===== src/hw/rtl/nnd_pkg.sv =====
package nnd_pkg;

  localparam logic [7:0]  LETTER_LOW    = 8'h41;  // 'A'
  localparam logic [7:0]  LETTER_HIGH   = 8'h50;  // 'P'
  localparam logic [7:0]  SPACE_BYTE    = 8'd32;
  localparam logic [7:0]  SKIP_LIMIT    = 8'd20;
  localparam logic [15:0] MIN_LEN_RESET = 16'd48;
  localparam logic [4:0]  KEPT_MAX      = 5'd31;

  typedef struct packed {
    logic [7:0]  first_char;
    logic [7:0]  second_char;
    logic        start_of_name;
    logic [15:0] packet_length;
  } nnd_in_t;

  typedef struct packed {
    logic       byte_valid;
    logic [7:0] name_byte;
    logic       name_done;
    logic [4:0] name_length;
    logic       bogus_header;
  } nnd_out_t;

  // per-packet decode flags carried between beats
  typedef struct packed {
    logic       stopped;
    logic [4:0] kept_count;
    logic       packet_bogus;
  } nnd_flags_t;

endpackage


===== src/hw/rtl/nnd_step.sv =====
module nnd_step #(
  parameter int NAME_CHARS = 32,
  parameter int PW = 5
) (
  input  nnd_pkg::nnd_in_t    pair,
  input  logic [15:0]         min_packet_length,
  input  nnd_pkg::nnd_flags_t flags,
  input  logic [PW-1:0]       pair_count,
  output nnd_pkg::nnd_flags_t flags_next,
  output logic [PW-1:0]       pair_count_next,
  output nnd_pkg::nnd_out_t   result
);

  localparam int HALF = NAME_CHARS / 2;

  logic       bogus;
  logic       stop_base;
  logic [4:0] kept_base;
  logic [PW-1:0] pc_base;
  logic [PW-1:0] pc_inc;
  logic       c1_ok;
  logic       c2_ok;
  logic [7:0] c1_off;
  logic [7:0] c2_off;
  logic [7:0] dec;
  logic       stop_out;
  logic       valid_out;
  logic [7:0] byte_out;
  logic [4:0] kept_out;

  assign c1_ok  = (pair.first_char >= nnd_pkg::LETTER_LOW) &&
                  (pair.first_char <= nnd_pkg::LETTER_HIGH);
  assign c2_ok  = (pair.second_char >= nnd_pkg::LETTER_LOW) &&
                  (pair.second_char <= nnd_pkg::LETTER_HIGH);
  assign c1_off = pair.first_char - nnd_pkg::LETTER_LOW;
  assign c2_off = pair.second_char - nnd_pkg::LETTER_LOW;
  assign dec    = {c1_off[3:0], c2_off[3:0]};

  always_comb begin
    if (pair.start_of_name) begin
      bogus     = pair.packet_length <= min_packet_length;
      stop_base = pair.packet_length <= min_packet_length;
      kept_base = '0;
      pc_base   = '0;
    end else begin
      bogus     = flags.packet_bogus;
      stop_base = flags.stopped;
      kept_base = flags.kept_count;
      pc_base   = pair_count;
    end

    pc_inc    = pc_base + PW'(1);
    stop_out  = stop_base;
    valid_out = 1'b0;
    byte_out  = '0;
    kept_out  = kept_base;
    pair_count_next = pc_base;

    if (!stop_base) begin
      if (!c1_ok || !c2_ok) begin
        stop_out = 1'b1;
      end else begin
        byte_out = dec;
        if (dec == nnd_pkg::SPACE_BYTE) begin
          stop_out = 1'b1;
        end else if (dec > nnd_pkg::SKIP_LIMIT) begin
          valid_out = 1'b1;
          if (kept_base < nnd_pkg::KEPT_MAX) begin
            kept_out = kept_base + 5'd1;
          end
        end
      end
      pair_count_next = pc_inc;
      if (pc_inc >= PW'(HALF)) begin
        stop_out = 1'b1;
      end
    end
  end

  assign flags_next.stopped      = stop_out;
  assign flags_next.kept_count   = kept_out;
  assign flags_next.packet_bogus = bogus;

  assign result.byte_valid   = valid_out;
  assign result.name_byte    = byte_out;
  assign result.name_done    = stop_out;
  assign result.name_length  = kept_out;
  assign result.bogus_header = bogus;

endmodule


===== src/hw/rtl/netbios_name_decoder_unit.sv =====
// NetBIOS first-level name decoder. One encoded character pair is taken per
// beat and one result beat comes back for it, one pair per cycle sustained
// while out_stall is low: a pair is held in the input register, is decoded by
// the step logic and lands in the output register. in_stall rises only when
// the input register is full and the output register is held by out_stall.
// min_packet_length (reset 48) is written over the cfg channel, which is
// always ready; write it only while no pair is in flight.
module netbios_name_decoder_unit #(
  parameter int NAME_CHARS = 32
) (
  input  logic              clk,
  input  logic              rst,
  input  logic              in_valid,
  output logic              in_stall,
  input  nnd_pkg::nnd_in_t  in_data,
  output logic              out_valid,
  input  logic              out_stall,
  output nnd_pkg::nnd_out_t out_data,
  input  logic              cfg_valid,
  output logic              cfg_ready,
  input  logic [15:0]       cfg_data
);

  // pair counter must hold NAME_CHARS/2 itself
  localparam int HALF = NAME_CHARS / 2;
  localparam int PW   = $clog2(HALF + 1);

  // configuration
  logic [15:0] min_packet_length;

  // input register
  logic             s1_valid;
  nnd_pkg::nnd_in_t s1_data;

  // decode state
  nnd_pkg::nnd_flags_t flags;
  nnd_pkg::nnd_flags_t flags_next;
  logic [PW-1:0]       pair_count;
  logic [PW-1:0]       pair_count_next;
  nnd_pkg::nnd_out_t   result;

  logic out_load;
  logic in_take;

  // the output register moves when empty or being drained this cycle
  assign out_load  = s1_valid && (!out_valid || !out_stall);
  assign in_stall  = s1_valid && !out_load;
  assign in_take   = in_valid && !in_stall;
  assign cfg_ready = 1'b1;

  always_ff @(posedge clk) begin
    if (rst) begin
      min_packet_length <= nnd_pkg::MIN_LEN_RESET;
    end else if (cfg_valid && cfg_ready) begin
      min_packet_length <= cfg_data;
    end
  end

  always_ff @(posedge clk) begin
    if (rst) begin
      s1_valid <= 1'b0;
    end else if (in_take) begin
      s1_valid <= 1'b1;
    end else if (out_load) begin
      s1_valid <= 1'b0;
    end
  end

  always_ff @(posedge clk) begin
    if (in_take) begin
      s1_data <= in_data;
    end
  end

  nnd_step #(
    .NAME_CHARS(NAME_CHARS),
    .PW(PW)
  ) u_step (
    .pair(s1_data),
    .min_packet_length(min_packet_length),
    .flags(flags),
    .pair_count(pair_count),
    .flags_next(flags_next),
    .pair_count_next(pair_count_next),
    .result(result)
  );

  // state advances exactly when a pair commits to the output register;
  // no packet has started after reset, so stray pairs are ignored
  always_ff @(posedge clk) begin
    if (rst) begin
      flags.stopped      <= 1'b1;
      flags.kept_count   <= '0;
      flags.packet_bogus <= 1'b0;
      pair_count         <= '0;
      out_valid          <= 1'b0;
    end else begin
      if (out_load) begin
        flags      <= flags_next;
        pair_count <= pair_count_next;
        out_valid  <= 1'b1;
      end else if (!out_stall) begin
        out_valid  <= 1'b0;
      end
    end
  end

  always_ff @(posedge clk) begin
    if (out_load) begin
      out_data <= result;
    end
  end

  // kept bytes are never spaces or skipped control values
  a_kept_byte: assert property (@(posedge clk) disable iff (rst)
    out_valid && out_data.byte_valid |->
      (out_data.name_byte > nnd_pkg::SKIP_LIMIT) &&
      (out_data.name_byte != nnd_pkg::SPACE_BYTE))
    else $error("kept byte out of range");

  // a bogus packet decodes nothing
  a_bogus_quiet: assert property (@(posedge clk) disable iff (rst)
    out_valid && out_data.bogus_header |->
      out_data.name_done && !out_data.byte_valid)
    else $error("bogus packet produced a byte");

  // once stopped, only a new start reopens decoding
  a_stop_sticky: assert property (@(posedge clk) disable iff (rst)
    flags.stopped && !(out_load && s1_data.start_of_name) |=> flags.stopped)
    else $error("decoder restarted without start of name");

  // pair counter never passes the name limit
  a_pair_limit: assert property (@(posedge clk) disable iff (rst)
    pair_count <= PW'(HALF))
    else $error("pair count past limit");

  // stall only with a pair waiting in the input register
  a_stall_cause: assert property (@(posedge clk) disable iff (rst)
    in_stall |-> s1_valid && out_valid && out_stall)
    else $error("input stalled without backpressure");

endmodule

===== config.mk =====
export PLATFORM = sky130hd
export DESIGN_NAME = netbios_name_decoder_unit
export DESIGN_NICKNAME = d
export VERILOG_FILES = /design/src/hw/rtl/nnd_pkg.sv /design/src/hw/rtl/nnd_step.sv /design/src/hw/rtl/netbios_name_decoder_unit.sv
export SDC_FILE = /design/constraint.sdc
export NUM_CORES = 1
export LEC_CHECK = 0
export BUFFER_PORTS_ARGS = -buffer_cell sky130_fd_sc_hd__buf_2
export CORE_MARGIN = 1
export CORE_UTILIZATION = 48
export CTS_BUF_LIST = sky130_fd_sc_hd__clkbuf_8 sky130_fd_sc_hd__clkbuf_16
export CTS_CLUSTER_SIZE = 12
export DETAILED_ROUTE_END_ITERATION = 16
export PLACE_DENSITY = 0.74
export SLEW_MARGIN = 5
export SYNTH_ARGS = -nofsm -noshare
export SYNTH_HDL_FRONTEND = slang
export SYNTH_SLANG_ARGS = --single-unit

===== constraint.sdc =====
create_clock -name clk -period 2.9 [get_ports clk]
set_input_delay 0.435 -clock clk [delete_from_list [all_inputs] [get_ports clk]]
set_output_delay 0.435 -clock clk [all_outputs]
set_load 0.01 [all_outputs]

# --- Word level (Yosys, flattened, before mapping) ---
# Cells that the tools add are included.
classes:
  add_sub_neg: 4
  magnitude_cmp: 8
  eq_ne: 2
  n_mux: 19
  reduce_logical: 16
op_table:
  columns: ["cell", "n"]
  rows:
  - ["$mux W5", 8]
  - ["$ge A8 B7 Y1 const B", 2]
  - ["$le A16 B16 Y1", 1]
  - ["$le A8 B7 Y1 const B", 2]
  - ["$mux W1", 11]
  - ["$add A5 B1 Y5 const B", 2]
  - ["$eq A8 B6 Y1 const B", 1]
  - ["$gt A8 B5 Y1 const B", 1]
  - ["$sub A4 B1 Y4 const B", 2]
  - ["$logic_not A1 Y1", 6]
  - ["$ge A5 B5 Y1 const B", 1]
  - ["$logic_and A1 B1 Y1", 5]
  - ["$lt A5 B5 Y1 const B", 1]
  - ["$reduce_or A3 Y1", 1]
  - ["$logic_or A1 B1 Y1", 2]
  - ["$ne A2 B1 Y1 const B", 1]
  - ["$reduce_bool A2 Y1", 1]
  - ["$reduce_or A2 Y1", 1]
totals:
  ff_bits: 79
  inputBits: 54
  wordCells: 65

# --- Longest topological paths before layout ---
# Gate-level depths: netlist of run 1.
depth:
  depth_word: 8
  mapped_depth: 11

# --- By module ---
# A second synthesis of run 1 with hierarchy kept.
unflattened:
  cells_unflattened: 333
  area_unflattened_um2: 3866.2
by_module_without_submodules:
  columns: ["mod", "instances", "cells_per_inst", "area_each_um2"]
  rows:
  - ["netbios_name_decoder_unit", 1, 164, 2677.6]
  - ["nnd_step", 1, 169, 1188.6]

# --- Worst setup path after synthesis of run 1 ---
# No wires, ideal clock.
synth_path:
  kind: "in2reg"
  startpoint: "input port out_stall"
  endpoint: "register s1_data[0] in the netlist's numbering (enable)"
  setup_time_ns: 0.427
  t_arrival_ns: 2.168
  required_time_ns: 2.473
  setup_slack_ns: 0.305
  stages: 2
  cell_sequence: "and3_1 > nor2b_1"
synth_between:
  elab_chain_len: 7
synth_rtl:
  columns: ["element", "line", "text"]
  rows:
  - ["from (decl)", "netbios_name_decoder_unit.sv:17", "input logic out_stall,"]
  - ["$logic_not A1 Y1", null, null]
  - ["$logic_or A1 B1 Y1", "netbios_name_decoder_unit.sv:46", "assign out_load = s1_valid && (!out_valid || !out_stall);"]
  - ["$logic_and A1 B1 Y1", "netbios_name_decoder_unit.sv:46", null]
  - ["$logic_not A1 Y1", "netbios_name_decoder_unit.sv:47", "assign in_stall = s1_valid && !out_load;"]
  - ["$logic_and A1 B1 Y1", "netbios_name_decoder_unit.sv:47", null]
  - ["$logic_not A1 Y1", "netbios_name_decoder_unit.sv:48", "assign in_take = in_valid && !in_stall;"]
  - ["$logic_and A1 B1 Y1", "netbios_name_decoder_unit.sv:48", null]
  - ["net in_take", "netbios_name_decoder_unit.sv:43", "logic in_take;"]
  - ["to (signal assigned)", "netbios_name_decoder_unit.sv:71", "s1_data <= in_data;"]
  - ["to (decl)", "netbios_name_decoder_unit.sv:33", "nnd_pkg::nnd_in_t s1_data;"]
# The timed path passes the listed nets, and every way through them passes these cells.
# A chain may end at the register's enable or synchronous reset.

==> results of run 1 <==
==> power by group <==
group | internal [mW] | switching (mW)
Clock | 0.568 | 0.388
Combinational | 0.105 | 0.128
Sequential | 1.25 | 0.0299
==> sequential cells by signal, summed over array words and instances (netlist names) <==
name	flops
s1_data	33
min_packet_length	16
out_data	16
flags	7
pair_count	5
out_valid	1
s1_valid	1
==> kinds of logic after synthesis <==
family                   after synthesis
AO/OA/AOI/OAI                         55
XOR/XNOR                               8
adder cells (fa/ha/maj)               27
buffers and inverters                 37
flip-flops                            79
multiplexers                          18
other                                  1
AND/OR/NAND/NOR                      115
==> cells in the final DEF, fill, tap and decap left out, types with 9 or more instances in the layout <==
| master | n |
|---|---|
| nand2_1 | 21 |
| mux2i_1 | 16 |
| buf_2 | 71 |
| edfxtp_1 | 49 |
| nor2_1 | 42 |
| a21oi_1 | 15 |
| dfxtp_1 | 30 |
| clkbuf_8 | 9 |
| o21ai_0 | 11 |
| inv_1 | 28 |
| ha_1 | 27 |
==> worst min-delay path by stage <==
stage | start | to | slack (ns) | cells after the start
4_1_cts | in_data[7] | s1_data[7] | 0.24 | 1
5_1_grt | in_data[7] | s1_data[7] | 0.23 | 1
3_3_place_gp | s1_valid | out_valid | 0.46 | 2
6_report | in_data[6] | s1_data[6] | 0.25 | 1
2_1_floorplan | s1_valid | out_valid | 0.45 | 2
3_5_place_dp | s1_valid | out_valid | 0.48 | 2
==> synthesized netlist by cell type, types with 2 or more instances <==
master    count
edfxtp_1     49
nor2_1       42
dfxtp_1      30
ha_1         27
inv_1        27
nand2_1      21
mux2i_1      16
a21oi_1      15
o21ai_0      11
nor2b_1       9
nand3_1       8
clkbuf_1      7
xnor2_1       6
a31oi_1       5
nor3_1        5
and3_1        4
nand2b_1      4
o21a_1        4
and4_1        3
nand4_1       3
a2111o_1      2
a21o_1        2
a22oi_1       2
and2_1        2
nand3b_1      2
nand4_2       2
nor4_1        2
nor4b_1       2
o211ai_1      2
or3_1         2
xor2_1        2
==> critical path, stage by stage, from the launching register on <==
cell,delay [ns]
edfxtp_1,0.46
inv_1,0.10
ha_1,0.26
xnor2_1,0.27
mux2_1,0.34
and3_1,0.19
o21ai_2,0.13
and4_1,0.34
and2_4,0.19
mux2i_1,0.17
==> layer usage <==
metal | routed length (microns) | global-route usage, % | up-vias | share of wire (%)
li1 | - | - | 1361 | -
met4 | 89 | 4.44 | 0 | 1.3
met3 | 310 | 5.30 | 10 | 4.6
met2 | 3260 | 29.2 | 67 | 49
met5 | 0 | 0 | - | 0
met1 | 3050 | 21.6 | 1227 | 45
==> cell type report <==
class / instances / share of cell area [%]
Clock buffer: 9 / 2.77
Clock inverter: 7 / 2.52
Inverter: 27 / 2.27
Multi-Input combinational cell: 224 / 34.6
Sequential cell: 79 / 46.3
Tap cell: 99 / 2.77
Timing Repair Buffer: 74 / 8.73
==> stage by stage <==
step | power, mW | hold slack [ns] | cell area, sq um | instances
finish | 2.47 | 0.253 | 4470 | 519
global placement | 1.53 | 0.464 | 4240 | 503
detailed placement | 1.54 | 0.477 | 4240 | 503
global route | 2.57 | 0.226 | 4470 | 519
CTS | 2.49 | 0.240 | 4470 | 519
floorplan | 1.45 | 0.451 | 3770 | 340
==> run summary, run 1 <==
GRT Total Usage -> 17.3%
fin worst setup slack -> 0.304 ns
Compound-Gate Fraction of Synth Area -> 9.53%
number of global-route vias before repair -> 2501
Worst EP arrival -> 2.80 ns
multiplexer share of the synthesized area -> 4.95%
TritonCTS clock tree -> yes
placer congestion estimate -> 0.843
transition time of the tightest slew-check pin -> 0.572 ns
Yosys cell types -> 53
PwrDens -> 551 nW/um^2
TritonCTS Buffers -> 9
top-area cell type share of the netlist area -> 39.0%
hpwl dp -> 5010 microns
core area -> 7410 sq um
CTS HTree Levels -> 3
Final Max Slew Viols -> 0
cell taking the most area after synthesis -> edfxtp_1
unrepaired setup endpoints after global routing -> false
Worst Path Required -> 3.10 ns
crit path launch type -> register
first-pass GRT wire length -> 11200 microns
Post-Syn Instances -> 340
combinational family with the most area after synthesis -> simple AND/OR/NAND/NOR gates
Root Buffer Master -> clkbuf_8
# port buffers -> 71
n_diodes -> 0
Final Skew -> 0.0101 ns
Vias -> 2665
final hold violation count -> 0
register area -> 2070 sq um
Final min period -> 2.60 ns
Synth Area in XOR/XNOR -> 1.86%
Post-Synth Simple-Gate Area -> 15.6%
Slew HR -> 61.7%
Crit Path Max Fanout -> 7
Max Fclk -> 385 MHz
Initial Util -> 50.9%
Die Width -> 90.6 microns
DRC -> 0
Seq/Total Area, Yosys -> 55.0%
period utilization -> 89.5%
r2r setup slk -> 0.30 ns
Antenna Nets Post-Route -> 0
worst setup path endpoint -> out_data[4]
ys async rst share -> 0%
die area -> 8210 sq um
Total Wirelength -> 6710 microns
worst vdd ir -> 0.000339 V
#FFs+latches synth -> 79
type of the tightest min-delay check -> input port to register
nets@finish -> 496
status -> finished clean
routed wire length per instance -> 12.9 microns
Rows -> 31
Setup Fix Bufs, Post-CTS -> 0
final core utilization -> 60.4%
Post-Syn Nets -> 421
Syn-to-layout area delta -> 18.7%
beginning of the critical path -> s1_data[17]
syn_area_per_cell -> 11.1 sq um
Worst Setup Path Type -> register to register
area share of fa/ha/maj cells after synthesis -> 8.96%
Primary FF master, synth -> edfxtp_1
post-CTS resize count -> 0
worst r2r src -> s1_data[17]
Overflow after GRT -> 0
Reg2Reg Depth -> 9
Synth area leaders -> edfxtp_1 (39%), dfxtp_1 (16%), ha_1 (9.0%)
1st-iter DRT viols -> 132
RR Endpoint -> out_data[4]
Ys Warns -> 0
DP Worst Slack -> 0.299 ns
footprint of the multi-input gates -> 1550 sq um
drt first pass iters -> 4
clock slew at reported path FFs -> 0.08 ns
maximum capacitance violations -> 0
Netlist Area Pre-Place -> 3770 sq um
Post-synth EDFFs -> 49
aggregate negative setup slack -> 0 ns
final setup vio count -> 0
# IOs -> 73
die height -> 90.6 microns
layout cells sized above 1 -> 23.1%
Via density -> 5.13
Sink Count -> 79
cts hold-fix bufs -> 0
Worst Setup End Kind -> register
largest net degree at the start of global routing -> 25
# fillers -> 630
LEAKAGE -> 1.89 nW
Worst-Skew Late Latency -> 0.35 ns
largest buffer count on any clock path -> 2
initial antenna violation count -> 0
Power figures use the tool's default switching activity.
==> inputs of run 2 (changes only) <==
--- a/config.mk
+++ b/config.mk
@@ -11,6 +11,7 @@
 export CTS_BUF_LIST = sky130_fd_sc_hd__clkbuf_8 sky130_fd_sc_hd__clkbuf_16
 export CTS_CLUSTER_SIZE = 12
 export DETAILED_ROUTE_END_ITERATION = 16
+export GPL_TIMING_DRIVEN = 0
 export PLACE_DENSITY = 0.74
 export SLEW_MARGIN = 5
 export SYNTH_ARGS = -nofsm -noshare
==> run 2 against run 1 <==
Net effect:
- final cell count up 1.2%
- utilization down 0.35 points
- final area down 0.59%
- global-route usage up 0.42 points
- critical path depth up 1
- die area unchanged
- via count up 0.26%
- clock skew up 0.00053 ns
- clock power down 16%
- worst setup slack worse by 0.053 ns
- combinational power up 3%
- total power down 6.0%
==> run summary, run 2 (same netlist as run 1, synthesis figures left out) <==
status -> finished clean
n_diodes -> 0
Worst EP arrival -> 2.74 ns
TritonCTS Buffers -> 9
Worst Setup Path Type -> register to register
Buf+Inv Stages, Crit Path -> 2
layout cells sized above 1 -> 22.5%
post-CTS resize count -> 0
crit path launch type -> register
clock slew at reported path FFs -> 0.09 ns
Tot Pwr -> 2.32 mW
Root Buffer Master -> clkbuf_8
1st-iter DRT viols -> 160
drt first pass iters -> 4
Slew HR -> 24.0%
footprint of the multi-input gates -> 1550 sq um
Total Wirelength -> 6880 microns
max FFs per register -> 33
# IOs -> 73
hpwl dp -> 5150 microns
GRT Total Usage -> 17.7%
Final Skew -> 0.0106 ns
Overflow after GRT -> 0
Antenna Nets Post-Route -> 0
Rows -> 31
PwrDens -> 522 nW/um^2
transition time of the tightest slew-check pin -> 1.14 ns
final core utilization -> 60.0%
Initial Util -> 50.9%
period utilization -> 91.3%
Vias -> 2672
Final Max Slew Viols -> 0
Max stage delay cell, worst path -> a2111o_1
placer congestion estimate -> 0.873
CP peak stage delay -> 0.45 ns
most frequent cells in the layout -> buf_2 (70), edfxtp_1 (49), nor2_1 (42)
post-route cell area -> 4450 sq um
Max Fclk -> 378 MHz
worst vdd ir -> 0.000366 V
Worst-Skew Late Latency -> 0.35 ns
type of the tightest min-delay check -> input port to register
final hold violation count -> 0
nets@finish -> 502
commonest non-fill, non-tap cell in the layout -> buf_2
family with the most delay on the worst path -> compound AO/OA/AOI/OAI gates
initial antenna violation count -> 0
Worst Setup End Kind -> register
DP Worst Slack -> 0.260 ns
maximum capacitance violations -> 0
die height -> 90.6 microns
unrepaired setup endpoints after global routing -> false
die area -> 8210 sq um
routed wire length per instance -> 13.1 microns
placed inst area -> 4250 sq um
Sink Count -> 79
fin worst setup slack -> 0.251 ns
largest buffer count on any clock path -> 2
final setup vio count -> 0
Setup Fix Bufs, Post-CTS -> 0
# port buffers -> 70
largest registers -> s1_data (33), min_packet_length (16), out_data (16)
Critical Path, Cell by Cell -> inv_1 > ha_1 > a21oi_2 > o21ai_1 > a2111o_1 > a2111o_1 > and4_1 > buf_6 > xnor2_1 > nand2_1
Syn-to-layout area delta -> 18.0%
core area -> 7410 sq um
Crit Path Max Fanout -> 6
Final min period -> 2.65 ns
CTS HTree Levels -> 3
Worst Path Required -> 2.99 ns
first-pass GRT wire length -> 11400 microns
Die Width -> 90.6 microns
LEAKAGE -> 1.87 nW
TritonCTS clock tree -> yes
Via density -> 5.09
most used cell, CP -> a2111o_1
largest net degree at the start of global routing -> 34
# fillers -> 613
number of global-route vias before repair -> 2544
register area -> 2070 sq um
cts hold-fix bufs -> 0
Largest Register -> s1_data
DRC -> 0
## run 2: cell types whose count changed in the layout (fill, tap and decap cells not counted), sizes merged
cell      change
clkbuf        +7
bufinv        -2
buf           -1
clkinvlp      +1
inv           +1
## run 2: per-stage QoR
| step | std cells | hold WS [ns] | TNS, ns |
|---|---|---|---|
| after CTS | 525 | 0.241 | 0 |
| after global placement | 509 | 0.469 | -10.68 |
| final | 525 | 0.255 | 0 |
| after global routing | 525 | 0.237 | 0 |
| after detailed placement | 509 | 0.481 | 0 |
| after floorplan | 340 | 0.451 | 0 |
## run 2: cell type report
cell class	count	share of cell area [%]
Buffer	10	1.10
Clock buffer	9	2.79
Clock inverter	7	1.63
Inverter	27	2.28
Multi-Input combinational cell	224	34.9
Sequential cell	79	46.6
Tap cell	99	2.79
Timing Repair Buffer	70	7.88
## run 2: where the power goes
part | total [mW] | internal (mW) | switching (mW)
Sequential | 1.27 | 1.25 | 0.0263
Clock | 0.806 | 0.401 | 0.405
Combinational | 0.239 | 0.104 | 0.135
Total | 2.32 | 1.75 | 0.566
## run 2: worst reg2reg max path, cell delays in order, from the launching register on
cell      delay (ns)
dfxtp_1         0.34
inv_1           0.05
ha_1            0.32
a21oi_2         0.13
o21ai_1         0.11
a2111o_1        0.41
a2111o_1        0.45
and4_1          0.20
buf_6           0.13
xnor2_1         0.19
nand2_1         0.08
## run 2: final timing paths
kind	startpoint	end	slack (ns)	depth (start not counted)
worst max-delay path	min_packet_length[13]	out_data[1]	0.25	10
worst min-delay path	in_data[7]	s1_data[7]	0.25	1
worst max register to register	min_packet_length[13]	out_data[1]	0.25	10
worst min register to register	min_packet_length[5]	min_packet_length[5]	0.49	2
## run 2: per-layer routing
metal | GRT usage (%) | share of wire (%)
met3 | 4.12 | 4.1
met5 | 0 | 0
met2 | 30.1 | 48
met4 | 7.53 | 1.7
met1 | 21.6 | 46
